## src/rtl/msp_pkg.sv

```systemverilog
// msp_pkg: shared widths, register map codes and unit status type
// for the motor speed pid regulator core; no dependencies
package msp_pkg;

  // field widths
  localparam int unsigned SCALE_W  = 20;
  localparam int unsigned PERIOD_W = 16;
  localparam int unsigned GAIN_W   = 16;
  localparam int unsigned SPEED_W  = 16;
  localparam int unsigned MAG_W    = 15;
  localparam int unsigned ERR_W    = 17;
  localparam int unsigned DIFF_W   = 18;
  localparam int unsigned DUTY_OUT_W = 7;

  // constants
  localparam logic [MAG_W-1:0]   SPEED_SAT   = 15'h7fff;
  localparam logic [SCALE_W-1:0] SCALE_RESET = 20'd256082;
  localparam int unsigned        MAC_TERMS   = 3;

  // register map, word index on the config port
  typedef enum logic [2:0] {
    REG_TARGET = 3'd0,
    REG_GAIN_P = 3'd1,
    REG_GAIN_I = 3'd2,
    REG_GAIN_D = 3'd3,
    REG_SCALE  = 3'd4
  } msp_reg_e;

  // status of a serial arithmetic unit
  typedef struct packed {
    logic busy;
    logic done;
  } msp_sts_t;

endpackage

```

## src/rtl/msp_div.sv

```systemverilog
// msp_div: restoring bit-serial divider, one quotient bit per cycle
// depends on msp_pkg
module msp_div (
  input  logic                           clk_i,
  input  logic                           rst_ni,
  input  logic                           start_i,
  input  logic [msp_pkg::SCALE_W-1:0]    dividend_i,
  input  logic [msp_pkg::PERIOD_W-1:0]   divisor_i,
  output logic [msp_pkg::SCALE_W-1:0]    quotient_o,
  output msp_pkg::msp_sts_t              sts_o
);
  import msp_pkg::*;

  localparam int unsigned CNT_W = $clog2(SCALE_W);
  localparam logic [CNT_W-1:0] CNT_LAST = CNT_W'(SCALE_W - 1);

  logic [PERIOD_W-1:0] rem_q, rem_d;
  logic [SCALE_W-1:0]  quo_q, quo_d;
  logic [PERIOD_W-1:0] dvs_q;
  logic [CNT_W-1:0]    cnt_q;
  logic                busy_q, done_q;
  logic [PERIOD_W:0]   rem_sh, rem_sub;
  logic                ge;

  // one restoring step: shift in next dividend bit, subtract if it fits
  always_comb begin
    rem_sh  = {rem_q, quo_q[SCALE_W-1]};
    ge      = rem_sh >= {1'b0, dvs_q};
    rem_sub = rem_sh - {1'b0, dvs_q};
    rem_d   = ge ? rem_sub[PERIOD_W-1:0] : rem_sh[PERIOD_W-1:0];
    quo_d   = {quo_q[SCALE_W-2:0], ge};
  end

  // sequencing
  always_ff @(posedge clk_i or negedge rst_ni) begin
    if (!rst_ni) begin
      busy_q <= 1'b0;
      done_q <= 1'b0;
      cnt_q  <= '0;
    end else begin
      done_q <= 1'b0;
      if (start_i) begin
        busy_q <= 1'b1;
        cnt_q  <= '0;
      end else if (busy_q) begin
        if (cnt_q == CNT_LAST) begin
          busy_q <= 1'b0;
          done_q <= 1'b1;
        end else begin
          cnt_q <= cnt_q + 1'b1;
        end
      end
    end
  end

  // datapath
  always_ff @(posedge clk_i) begin
    if (start_i) begin
      rem_q <= '0;
      quo_q <= dividend_i;
      dvs_q <= divisor_i;
    end else if (busy_q) begin
      rem_q <= rem_d;
      quo_q <= quo_d;
    end
  end

  assign quotient_o = quo_q;
  assign sts_o.busy = busy_q;
  assign sts_o.done = done_q;

endmodule

```

## src/rtl/msp_mac.sv

```systemverilog
// msp_mac: serial shift-add multiply-accumulate of three gain terms,
// one gain bit per cycle; depends on msp_pkg
module msp_mac #(
  parameter int unsigned OP_W = 32
) (
  input  logic                              clk_i,
  input  logic                              rst_ni,
  input  logic                              start_i,
  input  logic signed [OP_W-1:0]            op_i   [msp_pkg::MAC_TERMS],
  input  logic [msp_pkg::GAIN_W-1:0]        gain_i [msp_pkg::MAC_TERMS],
  output logic signed [OP_W+17:0]           total_o,
  output msp_pkg::msp_sts_t                 sts_o
);
  import msp_pkg::*;

  localparam int unsigned TW    = OP_W + 18;
  localparam int unsigned BIT_W = $clog2(GAIN_W);
  localparam logic [BIT_W-1:0] BIT_LAST = BIT_W'(GAIN_W - 1);
  localparam logic [1:0] PH_LAST = 2'(MAC_TERMS - 1);

  logic signed [TW-1:0] total_q, mcand_q;
  logic [GAIN_W-1:0]    mplr_q;
  logic [BIT_W-1:0]     bit_q;
  logic [1:0]           phase_q;
  logic                 busy_q, done_q;
  logic signed [OP_W-1:0] next_op;
  logic [GAIN_W-1:0]      next_gain;

  // operand for the following term
  always_comb begin
    case (phase_q)
      2'd0:    begin next_op = op_i[1]; next_gain = gain_i[1]; end
      default: begin next_op = op_i[2]; next_gain = gain_i[2]; end
    endcase
  end

  // sequencing over terms and gain bits
  always_ff @(posedge clk_i or negedge rst_ni) begin
    if (!rst_ni) begin
      busy_q  <= 1'b0;
      done_q  <= 1'b0;
      bit_q   <= '0;
      phase_q <= '0;
    end else begin
      done_q <= 1'b0;
      if (start_i) begin
        busy_q  <= 1'b1;
        bit_q   <= '0;
        phase_q <= '0;
      end else if (busy_q) begin
        if (bit_q == BIT_LAST) begin
          bit_q <= '0;
          if (phase_q == PH_LAST) begin
            busy_q <= 1'b0;
            done_q <= 1'b1;
          end else begin
            phase_q <= phase_q + 1'b1;
          end
        end else begin
          bit_q <= bit_q + 1'b1;
        end
      end
    end
  end

  // shift-add datapath
  always_ff @(posedge clk_i) begin
    if (start_i) begin
      total_q <= '0;
      mcand_q <= TW'(op_i[0]);
      mplr_q  <= gain_i[0];
    end else if (busy_q) begin
      total_q <= total_q + (mplr_q[0] ? mcand_q : '0);
      if (bit_q == BIT_LAST) begin
        mcand_q <= TW'(next_op);
        mplr_q  <= next_gain;
      end else begin
        mcand_q <= mcand_q <<< 1;
        mplr_q  <= mplr_q >> 1;
      end
    end
  end

  assign total_o    = total_q;
  assign sts_o.busy = busy_q;
  assign sts_o.done = done_q;

endmodule

```

## src/rtl/motor_speed_pid_regulator_core.sv

```systemverilog
// motor_speed_pid_regulator_core: speed from pulse period and positional pid
// sequence per word: serial divide, error, serial mac, commit; a stop command or
// zero-target word goes straight to commit; a new word is taken only in idle, after
// the last result is committed, so throughput is set by the serial divider and the serial mac
// reset: asynchronous active-low, clears loop state and outputs, registers to defaults
// depends on msp_pkg, msp_div, msp_mac
module motor_speed_pid_regulator_core #(
  parameter int unsigned ACC_WIDTH = 32,
  parameter int unsigned DUTY_MAX  = 100
) (
  input  logic        clk_i,
  input  logic        rst_ni,
  // input stream
  input  logic        s_axis_tvalid,
  output logic        s_axis_tready,
  input  logic [15:0] s_axis_tdata,   // [15:0] pulse_period
  input  logic        s_axis_tuser,   // [0] command
  // result stream
  output logic        m_axis_tvalid,
  input  logic        m_axis_tready,
  // [6:0] pwm_duty, [7] bridge_in1, [8] bridge_in2, [9] running_flag,
  // [10] forward_flag, [26:11] measured_speed, [31:27] zero
  output logic [31:0] m_axis_tdata,
  // config port
  input  logic        psel,
  input  logic        penable,
  input  logic        pwrite,
  input  logic [4:0]  paddr,
  input  logic [31:0] pwdata,
  output logic [31:0] prdata,
  output logic        pready
);
  import msp_pkg::*;

  localparam int unsigned TW = ACC_WIDTH + 18;
  localparam int unsigned DW = $clog2(DUTY_MAX + 1);
  localparam logic signed [TW-1:0] DUTY_LIM = TW'(DUTY_MAX * 256);
  localparam logic [DW-1:0] DUTY_TOP = DW'(DUTY_MAX);
  localparam logic signed [ACC_WIDTH-1:0] ACC_MAX = {1'b0, {(ACC_WIDTH-1){1'b1}}};
  localparam logic signed [ACC_WIDTH-1:0] ACC_MIN = {1'b1, {(ACC_WIDTH-1){1'b0}}};

  typedef enum logic [4:0] {
    S_IDLE = 5'b00001,
    S_DIV  = 5'b00010,
    S_ERR  = 5'b00100,
    S_MUL  = 5'b01000,
    S_FIN  = 5'b10000
  } state_e;

  state_e state_q, state_d;

  // config registers
  logic signed [SPEED_W-1:0] target_q;
  logic [GAIN_W-1:0]         gain_p_q, gain_i_q, gain_d_q;
  logic [SCALE_W-1:0]        scale_q;

  // loop state and outputs
  logic signed [ERR_W-1:0]     last_err_q;
  logic signed [ACC_WIDTH-1:0] acc_q;
  logic signed [SPEED_W-1:0]   speed_q;
  logic [DUTY_OUT_W-1:0]       duty_q;
  logic [3:0]                  flags_q;   // in1, in2, running, forward
  logic                        m_valid_q;

  // per-item control and operands
  logic                        stop_q, skip_q, per_zero_q;
  logic [MAG_W-1:0]            mag_q;
  logic signed [ERR_W-1:0]     err_q;
  logic signed [DIFF_W-1:0]    diff_q;

  logic                        accept, cfg_wr, commit, tgt_neg, tgt_zero;
  logic [SCALE_W-1:0]          quotient;
  msp_sts_t                    div_sts, mac_sts;
  logic [MAG_W-1:0]            mag_d;
  logic signed [ERR_W-1:0]     tgt_ext, tmag, err_d;
  logic signed [DIFF_W-1:0]    diff_d;
  logic signed [ACC_WIDTH:0]   acc_sum;
  logic signed [ACC_WIDTH-1:0] acc_d;
  logic signed [ACC_WIDTH-1:0] mac_op [MAC_TERMS];
  logic [GAIN_W-1:0]           mac_gain [MAC_TERMS];
  logic signed [TW-1:0]        total;
  logic [DW-1:0]               duty_full;
  logic [DW+DUTY_OUT_W-1:0]    duty_ext;

  assign accept   = s_axis_tvalid && s_axis_tready;
  assign cfg_wr   = psel && penable && pwrite && pready;
  assign pready   = 1'b1;
  assign tgt_neg  = target_q[SPEED_W-1];
  assign tgt_zero = (target_q == '0);
  assign commit   = (state_q == S_FIN) && (!m_valid_q || m_axis_tready);

  // config writes
  always_ff @(posedge clk_i or negedge rst_ni) begin
    if (!rst_ni) begin
      target_q <= '0;
      gain_p_q <= '0;
      gain_i_q <= '0;
      gain_d_q <= '0;
      scale_q  <= SCALE_RESET;
    end else if (cfg_wr) begin
      case (msp_reg_e'(paddr[4:2]))
        REG_TARGET: target_q <= pwdata[SPEED_W-1:0];
        REG_GAIN_P: gain_p_q <= pwdata[GAIN_W-1:0];
        REG_GAIN_I: gain_i_q <= pwdata[GAIN_W-1:0];
        REG_GAIN_D: gain_d_q <= pwdata[GAIN_W-1:0];
        REG_SCALE:  scale_q  <= pwdata[SCALE_W-1:0];
        default: ;
      endcase
    end
  end

  // config readback
  always_comb begin
    case (msp_reg_e'(paddr[4:2]))
      REG_TARGET: prdata = {{(32-SPEED_W){1'b0}}, target_q};
      REG_GAIN_P: prdata = {{(32-GAIN_W){1'b0}}, gain_p_q};
      REG_GAIN_I: prdata = {{(32-GAIN_W){1'b0}}, gain_i_q};
      REG_GAIN_D: prdata = {{(32-GAIN_W){1'b0}}, gain_d_q};
      REG_SCALE:  prdata = {{(32-SCALE_W){1'b0}}, scale_q};
      default:    prdata = '0;
    endcase
  end

  // serial speed divider
  msp_div u_div (
    .clk_i      (clk_i),
    .rst_ni     (rst_ni),
    .start_i    (accept && !s_axis_tuser && !tgt_zero),
    .dividend_i (scale_q),
    .divisor_i  (s_axis_tdata[PERIOD_W-1:0]),
    .quotient_o (quotient),
    .sts_o      (div_sts)
  );

  // speed magnitude, error, difference and saturated accumulator
  always_comb begin
    if (per_zero_q || (quotient > SCALE_W'(SPEED_SAT))) begin
      mag_d = SPEED_SAT;
    end else begin
      mag_d = quotient[MAG_W-1:0];
    end
    tgt_ext = ERR_W'(target_q);
    tmag    = tgt_neg ? -tgt_ext : tgt_ext;
    err_d   = tmag - $signed({2'b00, mag_d});
    diff_d  = DIFF_W'(err_d) - DIFF_W'(last_err_q);
    acc_sum = (ACC_WIDTH+1)'(acc_q) + (ACC_WIDTH+1)'(err_d);
    if (acc_sum[ACC_WIDTH] != acc_sum[ACC_WIDTH-1]) begin
      acc_d = acc_sum[ACC_WIDTH] ? ACC_MIN : ACC_MAX;
    end else begin
      acc_d = acc_sum[ACC_WIDTH-1:0];
    end
  end

  // mac operands: p term starts from the fresh error, later terms from registers
  assign mac_op[0]   = ACC_WIDTH'(err_d);
  assign mac_op[1]   = ACC_WIDTH'(diff_q);
  assign mac_op[2]   = acc_q;
  assign mac_gain[0] = gain_p_q;
  assign mac_gain[1] = gain_d_q;
  assign mac_gain[2] = gain_i_q;

  msp_mac #(
    .OP_W (ACC_WIDTH)
  ) u_mac (
    .clk_i   (clk_i),
    .rst_ni  (rst_ni),
    .start_i (state_q == S_ERR),
    .op_i    (mac_op),
    .gain_i  (mac_gain),
    .total_o (total),
    .sts_o   (mac_sts)
  );

  // duty clamp
  always_comb begin
    if (total[TW-1] || (total == '0)) begin
      duty_full = '0;
    end else if (total >= DUTY_LIM) begin
      duty_full = DUTY_TOP;
    end else begin
      duty_full = total[8+DW-1:8];
    end
    duty_ext = {{DUTY_OUT_W{1'b0}}, duty_full};
  end

  // sequencer
  always_comb begin
    state_d = state_q;
    case (state_q)
      S_IDLE: begin
        if (accept) begin
          state_d = (s_axis_tuser || tgt_zero) ? S_FIN : S_DIV;
        end
      end
      S_DIV: begin
        if (div_sts.done) state_d = S_ERR;
      end
      S_ERR: state_d = S_MUL;
      S_MUL: begin
        if (mac_sts.done) state_d = S_FIN;
      end
      S_FIN: begin
        if (commit) state_d = S_IDLE;
      end
      default: state_d = S_IDLE;
    endcase
  end

  assign s_axis_tready = (state_q == S_IDLE);

  // control and loop state
  always_ff @(posedge clk_i or negedge rst_ni) begin
    if (!rst_ni) begin
      state_q    <= S_IDLE;
      stop_q     <= 1'b0;
      skip_q     <= 1'b0;
      per_zero_q <= 1'b0;
      m_valid_q  <= 1'b0;
      last_err_q <= '0;
      acc_q      <= '0;
      speed_q    <= '0;
      duty_q     <= '0;
      flags_q    <= '0;
    end else begin
      state_q <= state_d;
      if (accept) begin
        stop_q     <= s_axis_tuser;
        skip_q     <= tgt_zero;
        per_zero_q <= (s_axis_tdata[PERIOD_W-1:0] == '0);
      end
      if (state_q == S_ERR) begin
        acc_q <= acc_d;
      end
      if (commit) begin
        m_valid_q <= 1'b1;
        if (stop_q) begin
          last_err_q <= '0;
          acc_q      <= '0;
          speed_q    <= '0;
          duty_q     <= '0;
          flags_q    <= '0;
        end else if (!skip_q) begin
          last_err_q <= err_q;
          speed_q    <= tgt_neg ? -$signed({1'b0, mag_q}) : $signed({1'b0, mag_q});
          duty_q     <= duty_ext[DUTY_OUT_W-1:0];
          flags_q    <= tgt_neg ? 4'b0101 : 4'b1110;
        end
      end else if (m_axis_tready) begin
        m_valid_q <= 1'b0;
      end
    end
  end

  // per-item operands
  always_ff @(posedge clk_i) begin
    if (state_q == S_ERR) begin
      mag_q  <= mag_d;
      err_q  <= err_d;
      diff_q <= diff_d;
    end
  end

  assign m_axis_tvalid = m_valid_q;
  assign m_axis_tdata  = {5'b00000, speed_q, flags_q[3], flags_q[2], flags_q[1],
                          flags_q[0], duty_q};

`ifndef ASSERT_OFF
  // a stop command leaves an all-zero result
  a_stop_clears: assert property (@(posedge clk_i) disable iff (!rst_ni)
    (commit && stop_q) |=> (m_axis_tdata == '0))
    else $error("stop did not clear result");

  // the running flag only drops through reset or stop, with everything zero
  a_idle_zero: assert property (@(posedge clk_i) disable iff (!rst_ni)
    !flags_q[2] |-> ((duty_q == '0) && (speed_q == '0) && (flags_q == '0)))
    else $error("stopped motor with nonzero outputs");

  // mac finishes only while the sequencer waits for it
  a_mac_seq: assert property (@(posedge clk_i) disable iff (!rst_ni)
    mac_sts.done |-> (state_q == S_MUL))
    else $error("mac done outside multiply phase");

  // divider finishes only while the sequencer waits for it
  a_div_seq: assert property (@(posedge clk_i) disable iff (!rst_ni)
    div_sts.done |-> (state_q == S_DIV))
    else $error("divider done outside divide phase");
`endif

endmodule

```

## config.mk

```make
export PLATFORM = sky130hd
export DESIGN_NAME = motor_speed_pid_regulator_core
export DESIGN_NICKNAME = d
export VERILOG_FILES = /design/src/rtl/msp_pkg.sv /design/src/rtl/msp_div.sv /design/src/rtl/msp_mac.sv /design/src/rtl/motor_speed_pid_regulator_core.sv
export SDC_FILE = /design/constraint.sdc
export NUM_CORES = 1
export LEC_CHECK = 0
export BUFFER_PORTS_ARGS = -buffer_cell sky130_fd_sc_hd__buf_2
export CORE_MARGIN = 1
export CORE_UTILIZATION = 55
export DETAILED_ROUTE_END_ITERATION = 10
export PLACE_DENSITY = 0.73
export SYNTH_ARGS = -nofsm -noshare
export SYNTH_HDL_FRONTEND = slang
export SYNTH_HIERARCHICAL = 1
export SYNTH_SLANG_ARGS = --single-unit
```

## constraint.sdc

```tcl
create_clock -name clk_i -period 24.2 [get_ports clk_i]
set_input_delay 2.42 -clock clk_i [delete_from_list [all_inputs] [get_ports clk_i]]
set_output_delay 2.42 -clock clk_i [all_outputs]
set_load 0.1 [all_outputs]
```

==> results of run 1 <==
-- worst max path at each step --
stage | startpoint | to | slack [ns]
floorplan | target_q[15] | acc_q[19] | 16.37
global placement | paddr[3] | prdata[0] | 16.97
finish | u_div/quotient_o[15] | acc_q[15] | 16.92
CTS | paddr[3] | prdata[0] | 17.00
global route | u_div/quotient_o[15] | acc_q[3] | 16.52
detailed placement | paddr[3] | prdata[0] | 17.00
-- area by class of cell --
type | instances | area (sq um)
clock buffers | 62 | 1326
well taps | 592 | 740.7
flip-flops and latches | 401 | 10480
multi-input cells | 1937 | 13480
repair buffers | 116 | 641.9
clock inverters | 21 | 161.4
inverters | 101 | 384.1
diodes | 2 | 5.005
fillers | 3741 | 17200
-- placed cells by master, fill, tap and decap left out, types with 85 or more instances in the layout --
master	instances
a21oi_1	183
xnor2_1	85
nand2_1	242
mux2i_1	90
edfxtp_1	152
buf_2	94
nor2_1	213
ha_1	134
mux2_2	104
o21ai_0	143
dfrtp_1	172
inv_1	99
-- state kept, by name, indices dropped and copies added, names as in the netlist, 16 cells and up --
register and cells:
target_q 16, gain_i_q 16, gain_d_q 16, u_div/quotient_o 20, u_mac/mplr_q 16, u_mac/total_o 50, acc_q 32, diff_q 18
last_err_q 17, err_q 17, u_div/rem_q 16, gain_p_q 16, u_mac/mcand_q 50, scale_q 20, u_div/dvs_q 16, speed_q 16
-- through the flow --
step	instance area [sq um]	utilization [%]	instances	setup slack, ns
4_1_cts	27210	61.27	3230	17.00
2_1_floorplan	24950	-	2583	16.37
6_report	27220	61.28	3232	16.92
5_1_grt	27220	61.28	3231	16.52
3_3_place_gp	25730	57.92	3147	16.97
3_5_place_dp	25730	57.92	3147	17.00
-- layer usage --
| layer | global-route usage (%) | routed length, um | up-vias |
|---|---|---|---|
| met3 | 3.963 | 3786 | 130 |
| met2 | 44.77 | 29710 | 627 |
| met4 | 9.262 | 1742 | 8 |
| met1 | 36.01 | 27260 | 9629 |
| li1 | - | - | 9415 |
| met5 | 0 | 50 | - |
==> summary.txt, run 1 <==
Status - finished clean
Die ar. - 46110 sq um
Crit path depth - 25
Cells after synthesis - 2567
Critical path's slowest cell - mux2i_2
Crit-path max cell delay - 0.60 ns
Cell with the most instances on the worst path - a21o_1
Core footprint - 44410 sq um
First-pass GRT wire length - 101300 um
# DRC - 0
IO Count - 128
Crit. End Element - flip-flop
Final setup violation count - 0
Post_cts resized - 0
GRT Residual Overflow - 0
Drt pass-1 iters - 5
Initial Util - 56.04%
Worst hold slack - 0.4569 ns
Reg clk slew, reported paths - 0.06 ns
Crit share post-route - 30.10%
Nets - 2803
Maximum fanout along the worst path - 34
Row cnt - 77
Least-Margin Pin Slew - 1.187 ns
GPL Wtd Cong - 0.9386
Max Slew Vio Count - 0
Fmax - 0.1373 GHz
R2R depth - 25
Fin. Hold Viols - 0
CTS tree - yes
HP Class - reg2reg
CTS buffer count - 45
ANT nets after route - 0
Horiz. Die Dim - 214.7 um
Final wirelength - 62550 um
Routed vias/inst - 6.129
Setup CP Type - reg2reg
Postcts setup bufs - 0
Via Count - 19810
DP Wirelength - 44670 um
Largest net degree at the start of global routing - 98
Hold path start - err_q[13]
Layout cell share with drive strength beyond 1 - 14.18%
Initial antenna violation count - 6
Worst Path Buf+Inv - 2
R2r endpoint - acc_q[15]
Worst hold stages - 1
Die H - 214.7 um
Syn avg cell area - 9.696 sq um
Clock Latency Late Sink - 0.59 ns
RSZ-0062 raised after global routing - no
Drt initial violations - 1584
H-tree depth - 2
Input/output buffers - 95
Reg-to-reg startpoint - u_div/quotient_o[15]
Max Cap Violations - 0
CTS Buffer Depth - 3
Worst Path Arrival - 7.72 ns
Clk root buf - clkbuf_16
Cell family with most CP delay - compound AO/OA/AOI/OAI gates
Synth-to-Final Area Change - 9.361%
Wire per inst - 19.35 um
Min cycle time layout - 7.284 ns
Vias in the first global route - 19480
Reg2Reg Setup Slack - 16.92 ns
Worst Setup Start Kind - flip-flop
GRT Util Overall - 26.96%
CP Data Required Time - 24.64 ns
Yosys warnings - 6
CTS sink count - 401
Hold-critical path endpoint - last_err_q[13]
Post-cts hold buffer count - 0
Slew HR - 20.65%
Post-Syn Area - 24890 sq um
Final TNS setup - 0 ns
Clock skew - 0.02239 ns
Power of run 1 is not shown: default switching activity piles up to over one toggle a cycle in this logic, so the estimate is an artifact.
==> run 2: changes to the inputs <==
Clock period 24.2 ns to 6.8 ns, I/O delays scaled along.
==> summary.txt, run 2 (synthesis gave the netlist of run 1 again) <==
Status - finished clean
Input/output buffers - 95 (unchanged)
Nets - 2820 (+0.61%)
Reg2Reg Setup Slack - 0.37 ns (-16.55 ns)
Worst Setup Start Kind - flip-flop
Final TNS setup - 0 ns (unchanged)
HP Class - in2async
R2R depth - 25 (unchanged)
GRT Util Overall - 26.83% (-0.13 points)
Core footprint - 44410 sq um (unchanged)
Vias in the first global route - 19330 (-0.79%)
Synth-to-Final Area Change - 10.06%
Setup CP Type - reg2reg
CTS Buffer Depth - 3 (unchanged)
Max Cap Violations - 0 (unchanged)
# fillers - 3653 (-2.4%)
Die ar. - 46110 sq um (unchanged)
Setup crit start - target_q[0]
Least-Margin Pin Slew - 1.159 ns (-0.02856 ns)
GRT Residual Overflow - 0 (unchanged)
Drt pass-1 iters - 5 (unchanged)
Worst Path Arrival - 6.89 ns (-0.83 ns)
IO Count - 128 (unchanged)
Clock skew - 0.01937 ns (-0.003013 ns)
R2r endpoint - acc_q[17]
Multi-input gate area - 13480 sq um (about the same)
Final instance area - 27390 sq um (+0.64%)
# DRC - 0 (unchanged)
RSZ-0062 raised after global routing - no
Routed vias/inst - 6.082 (-0.76%)
Commonest non-fill, non-tap cell in the layout - nand2_1
Layout cell share with drive strength beyond 1 - 14.65% (+0.47 points)
Die H - 214.7 um (unchanged)
Crit share post-route - 94.57% (+64 points)
CTS buffer count - 45 (unchanged)
Via Count - 19770 (-0.18%)
CP endpoint - acc_q[17]
Reg-to-reg startpoint - target_q[0]
Most frequent cells in the layout - nand2_1, nor2_1, a21oi_1, dfrtp_1, edfxtp_1
First-pass GRT wire length - 101100 um (-0.13%)
H-tree depth - 2 (unchanged)
Slew HR - 22.74% (+2.1 points)
Crit. End Element - flip-flop
CTS tree - yes
ANT nets after route - 0 (unchanged)
Reg clk slew, reported paths - 0.06 ns (about the same)
Fin. Hold Viols - 0 (unchanged)
Maximum fanout along the worst path - 18 (-47%)
Horiz. Die Dim - 214.7 um (unchanged)
Initial antenna violation count - 5 (-1)
Final setup violation count - 0 (unchanged)
DP Wirelength - 44640 um (about the same)
Drt initial violations - 1631 (+3.0%)
Fmax - 0.1555 GHz (+13%)
Final wirelength - 62230 um (-0.52%)
Post-cts hold buffer count - 0 (unchanged)
GPL Wtd Cong - 0.9037 (-3.7%)
Min cycle time layout - 6.431 ns (-0.8531 ns)
Clock Latency Late Sink - 0.58 ns (about the same)
Max Slew Vio Count - 0 (unchanged)
Wire per inst - 19.14 um (-1.1%)
Row cnt - 77 (unchanged)
Largest net degree at the start of global routing - 113 (+15%)
Initial Util - 56.04% (unchanged)
Post-DP Area - 25830 sq um (+0.39%)
CP Data Required Time - 7.26 ns (-17.38 ns)
Register Area - 10480 sq um (unchanged)
Clk root buf - clkbuf_16
CTS sink count - 401 (unchanged)
==> run 2: changes by cell type in the layout (fill, tap and decap cells not counted), moves of 2 or more <==
cell       previous run  this run
clkbuf_16            50        47
buf_6                 0         2
bufinv_16             1         5
buf_4                21        35
clkinv_4              1         3
==> run 2: worst min path at each step <==
stage               slack (ns)             end  startpoint
finish                    0.18    u_mac/busy_q      rst_ni
global route              0.22    u_mac/busy_q      rst_ni
CTS                       0.20    u_mac/busy_q      rst_ni
detailed placement        0.45  last_err_q[11]   err_q[11]
global placement          0.45  last_err_q[10]   err_q[10]
floorplan                 0.38        acc_q[0]      rst_ni
==> run 2: final cells by class <==
class | instances | area share (%)
diodes | 3 | 0.02740
clock buffers | 60 | 4.581
clock inverters | 24 | 0.9546
inverters | 101 | 1.402
multi-input cells | 1937 | 49.20
flip-flops and latches | 401 | 38.25
well taps | 592 | 2.704
repair buffers | 133 | 2.882
==> run 2: per-stage QoR <==
step | setup WS (ns) | util (%) | hold WS [ns] | cells
3_5_place_dp | 0.2880 | 58.15 | 0.4484 | 3161
6_report | 0.3693 | 61.68 | 0.1773 | 3251
5_1_grt | 0.04583 | 61.67 | 0.2204 | 3249
4_1_cts | 0.2238 | 61.57 | 0.2047 | 3245
3_3_place_gp | 0.4757 | 58.15 | 0.4457 | 3161
2_1_floorplan | 0.2991 | - | 0.3844 | 2583
==> run 2: worst max-delay path, stage by stage (launching register included) <==
cell	delay [ns]
dfrtp_1	0.40
inv_1	0.11
ha_1	0.30
nand2_1	0.06
o21ai_0	0.19
fa_1	0.50
a21o_1	0.18
a21oi_1	0.22
o21ai_0	0.12
a21o_1	0.21
a21oi_1	0.20
o21ai_1	0.12
o41a_1	0.36
a311o_1	0.43
a211oi_4	0.25
buf_6	0.21
ha_1	0.31
a21o_1	0.20
a31o_1	0.23
a211oi_1	0.27
a31oi_1	0.22
o32a_1	0.40
a221oi_4	0.28
buf_6	0.22
nor2_1	0.06
a211oi_1	0.25
==> run 2: what timing repair did <==
| item | in CTS | in global routing |
|---|---|---|
| gates resized for setup | 0 | 2 |
| buffers inserted | 0 | 3 |
| setup endpoints to repair | 0 | 16 |
==> run 2: metal layers <==
| metal | vias up | GRT usage, % | routed length [um] |
|---|---|---|---|
| met5 | - | 0 | 34 |
| li1 | 9468 | - | - |
| met1 | 9622 | 36.51 | 27640 |
| met4 | 6 | 7.357 | 1392 |
| met2 | 576 | 44.08 | 29280 |
| met3 | 102 | 4.628 | 3883 |
Power of run 2 is left out for the same reason.
==> run 3: changes to the inputs <==
Settings changed: ABC_AREA set to 1, ABC_CLOCK_PERIOD_IN_PS set to 6800.
==> summary.txt, run 3 <==
Synth-to-Final Area Change - 9.066%
Clock skew - 0.03335 ns (+0.01398 ns)
Status - finished clean
Die ar. - 50930 sq um (+10%)
Final wirelength - 75670 um (+22%)
Min cycle time layout - 5.755 ns (-0.6753 ns)
Non-filler instance count after layout - 4607 (+42%)
Setup CP Type - reg2reg
Layout cell share with drive strength beyond 1 - 10.42% (-4.2 points)
CTS sink count - 401 (unchanged)
Via Count - 24800 (+25%)
GRT Util Overall - 29.79% (+3.0 points)
Final Util - 61.06% (-0.62 points)
IO Count - 128 (unchanged)
Reg2Reg Setup Slack - 1.04 ns (+0.68 ns)
Crit. End Element - flip-flop
Wire per inst - 16.43 um (-14%)
Drt pass-1 iters - 6 (+1)
Critical path's slowest cell - a211oi_4
Final TNS setup - 0 ns (unchanged)
GRT met2 Usage - 52.30% (+8.2 points)
Reg clk slew, reported paths - 0.06 ns (about the same)
Cells after synthesis - 3852 (+50%)
GPL Wtd Cong - 1.032 (+14%)
Vias in the first global route - 23090 (+19%)
Met1 Use GR - 35.94% (-0.57 points)
Final setup violation count - 0 (unchanged)
Total power - 9.090 mW
CP Data Required Time - 7.25 ns (about the same)
Cell with the most instances on the worst path - nand2_2
Most frequent cells in the layout - nand2_1, inv_1, nor2_1, o21ai_0
Initial Util - 55.98% (about the same)
R2r endpoint - acc_q[4]
Leakage - 15.62 nW
Sw Ratio - 39.19%
GRT met3 Usage - 3.487% (-1.1 points)
Comb pwr share - 36.4%
ANT nets after route - 0 (unchanged)
Crit-path max cell delay - 0.61 ns (+0.11 ns)
Crit share post-route - 84.64% (-9.9 points)
R2R depth - 24 (-4.0%)
Switching power total - 3.562 mW
H-tree depth - 2 (unchanged)
DP Wirelength - 55480 um (+24%)
Clock network power share - 28.2%
CTS Buffer Depth - 3 (unchanged)
Largest net degree at the start of global routing - 109 (-3.5%)
HP Class - in2async
Syn avg cell area - 7.144 sq um (-26%)
Core footprint - 49150 sq um (+11%)
Peak supply drop - 213.3 uV
CTS buffer count - 45 (unchanged)
Post_cts resized - 0 (unchanged)
Sequential share of power - 35.4%
Worst Setup Start Kind - flip-flop
Max Cap Violations - 0 (unchanged)
Yosys warnings - 6 (unchanged)
Routed vias/inst - 5.383 (-11%)
RSZ-0062 raised after global routing - no
Crit path cell chain - or4_1 > nor3_1 > inv_1 > nor2_1 > ha_1 > a21oi_1 > o21ai_0 > a21oi_1 > o21ai_0 > a211oi_4 > buf_4 > ha_1 > nand2_2 > inv_2 > a21oi_1 > nand2_1 > a21oi_2 > nand2_1 > nand2_1 > nand2_2 > nand2_2 > nand2_2 > inv_2 > a21oi_2
Die H - 225.7 um (+5.1%)
Clk root buf - clkbuf_16
Least-Margin Pin Slew - 1.262 ns (+0.1026 ns)
Slew HR - 15.58% (-7.2 points)
Postcts setup bufs - 0 (unchanged)
CTS tree - yes
Post-Syn Area - 27520 sq um (+11%)
Placed Cells - 4524 (+43%)
Max Slew Vio Count - 0 (unchanged)
Reg-to-reg startpoint - u_div/quotient_o[19]
Commonest non-fill, non-tap cell in the layout - nand2_1
Input/output buffers - 95 (unchanged)
Fin. Hold Viols - 0 (unchanged)
Clock Latency Late Sink - 0.60 ns (+0.02 ns)
Ant diodes - 0 (-3)
Drt initial violations - 1769 (+8.5%)
Horiz. Die Dim - 225.7 um (+5.1%)
Nets - 4108 (+46%)
Worst Path Arrival - 6.20 ns (-0.69 ns)
Row cnt - 81 (+5.2%)
GRT busiest layer - met2
Maximum fanout along the worst path - 15 (-3)
First-pass GRT wire length - 119600 um (+18%)
Initial antenna violation count - 0 (-5)
Post-cts hold buffer count - 0 (unchanged)
Fmax - 0.1737 GHz (+12%)
GRT Residual Overflow - 0 (unchanged)
Power Dens Cells - 302.9 nW/um^2
Int Pwr - 5.528 mW
# DRC - 0 (unchanged)
run 3: cell type report:
cell class	count	area (sq um)
sequential	401	10480
clock buffer	61	1226
timing repair buffer	125	709.4
inverter	539	2023
tap	664	830.8
fill	4601	19140
multi-input combinational	2795	14410
clock inverter	22	332.8
run 3: power by group through the flow:
stage | sequential [mW] | combinational (mW) | clock, mW
6_report | 3.22 | 3.31 | 2.57
5_1_grt | 3.26 | 3.69 | 2.71
4_1_cts | 3.21 | 3.28 | 2.61
3_5_place_dp | 3.25 | 3.26 | 0
3_3_place_gp | 3.25 | 3.22 | 0
2_1_floorplan | 3.12 | 2.59 | 0
run 3: worst max path at each step:
stage / from / slack (ns) / to / depth (start not counted)
2_1_floorplan: state_q[3] / 0.16 / u_div/cnt_q[3] / 11
3_3_place_gp: u_div/quotient_o[19] / 1.18 / acc_q[2] / 24
3_5_place_dp: u_div/quotient_o[19] / 1.15 / acc_q[13] / 24
4_1_cts: u_div/quotient_o[19] / 1.12 / acc_q[4] / 24
5_1_grt: target_q[2] / 0.58 / acc_q[4] / 26
6_report: u_div/quotient_o[19] / 1.04 / acc_q[4] / 24
run 3: metrics by stage:
stage	setup WS, ns	hold WS [ns]	area [sq um]
floorplan	0.1596	0.3844	27580
global placement	1.183	0.4329	28450
detailed placement	1.153	0.4423	28450
CTS	1.125	0.2217	30010
global route	0.5809	0.2555	30010
finish	1.045	0.1653	30010
run 3: routing by layer:
metal  share of wire, %  up-vias
met2                 49      695
met3                4.9      182
met4                5.2        0
met5                  0        -
met1                 41    11510
li1                   -    12410
run 3: worst max-delay path: cells and delay by family (launching register included):
kind	cells	cell delay, ns
flip-flops	1	0.38
AO/OA/AOI/OAI	8	1.97
adder cells (fa/ha/maj)	2	0.60
AND/OR/NAND/NOR	10	1.63
buffers and inverters	4	0.98
(Power assumes the default switching activity.)
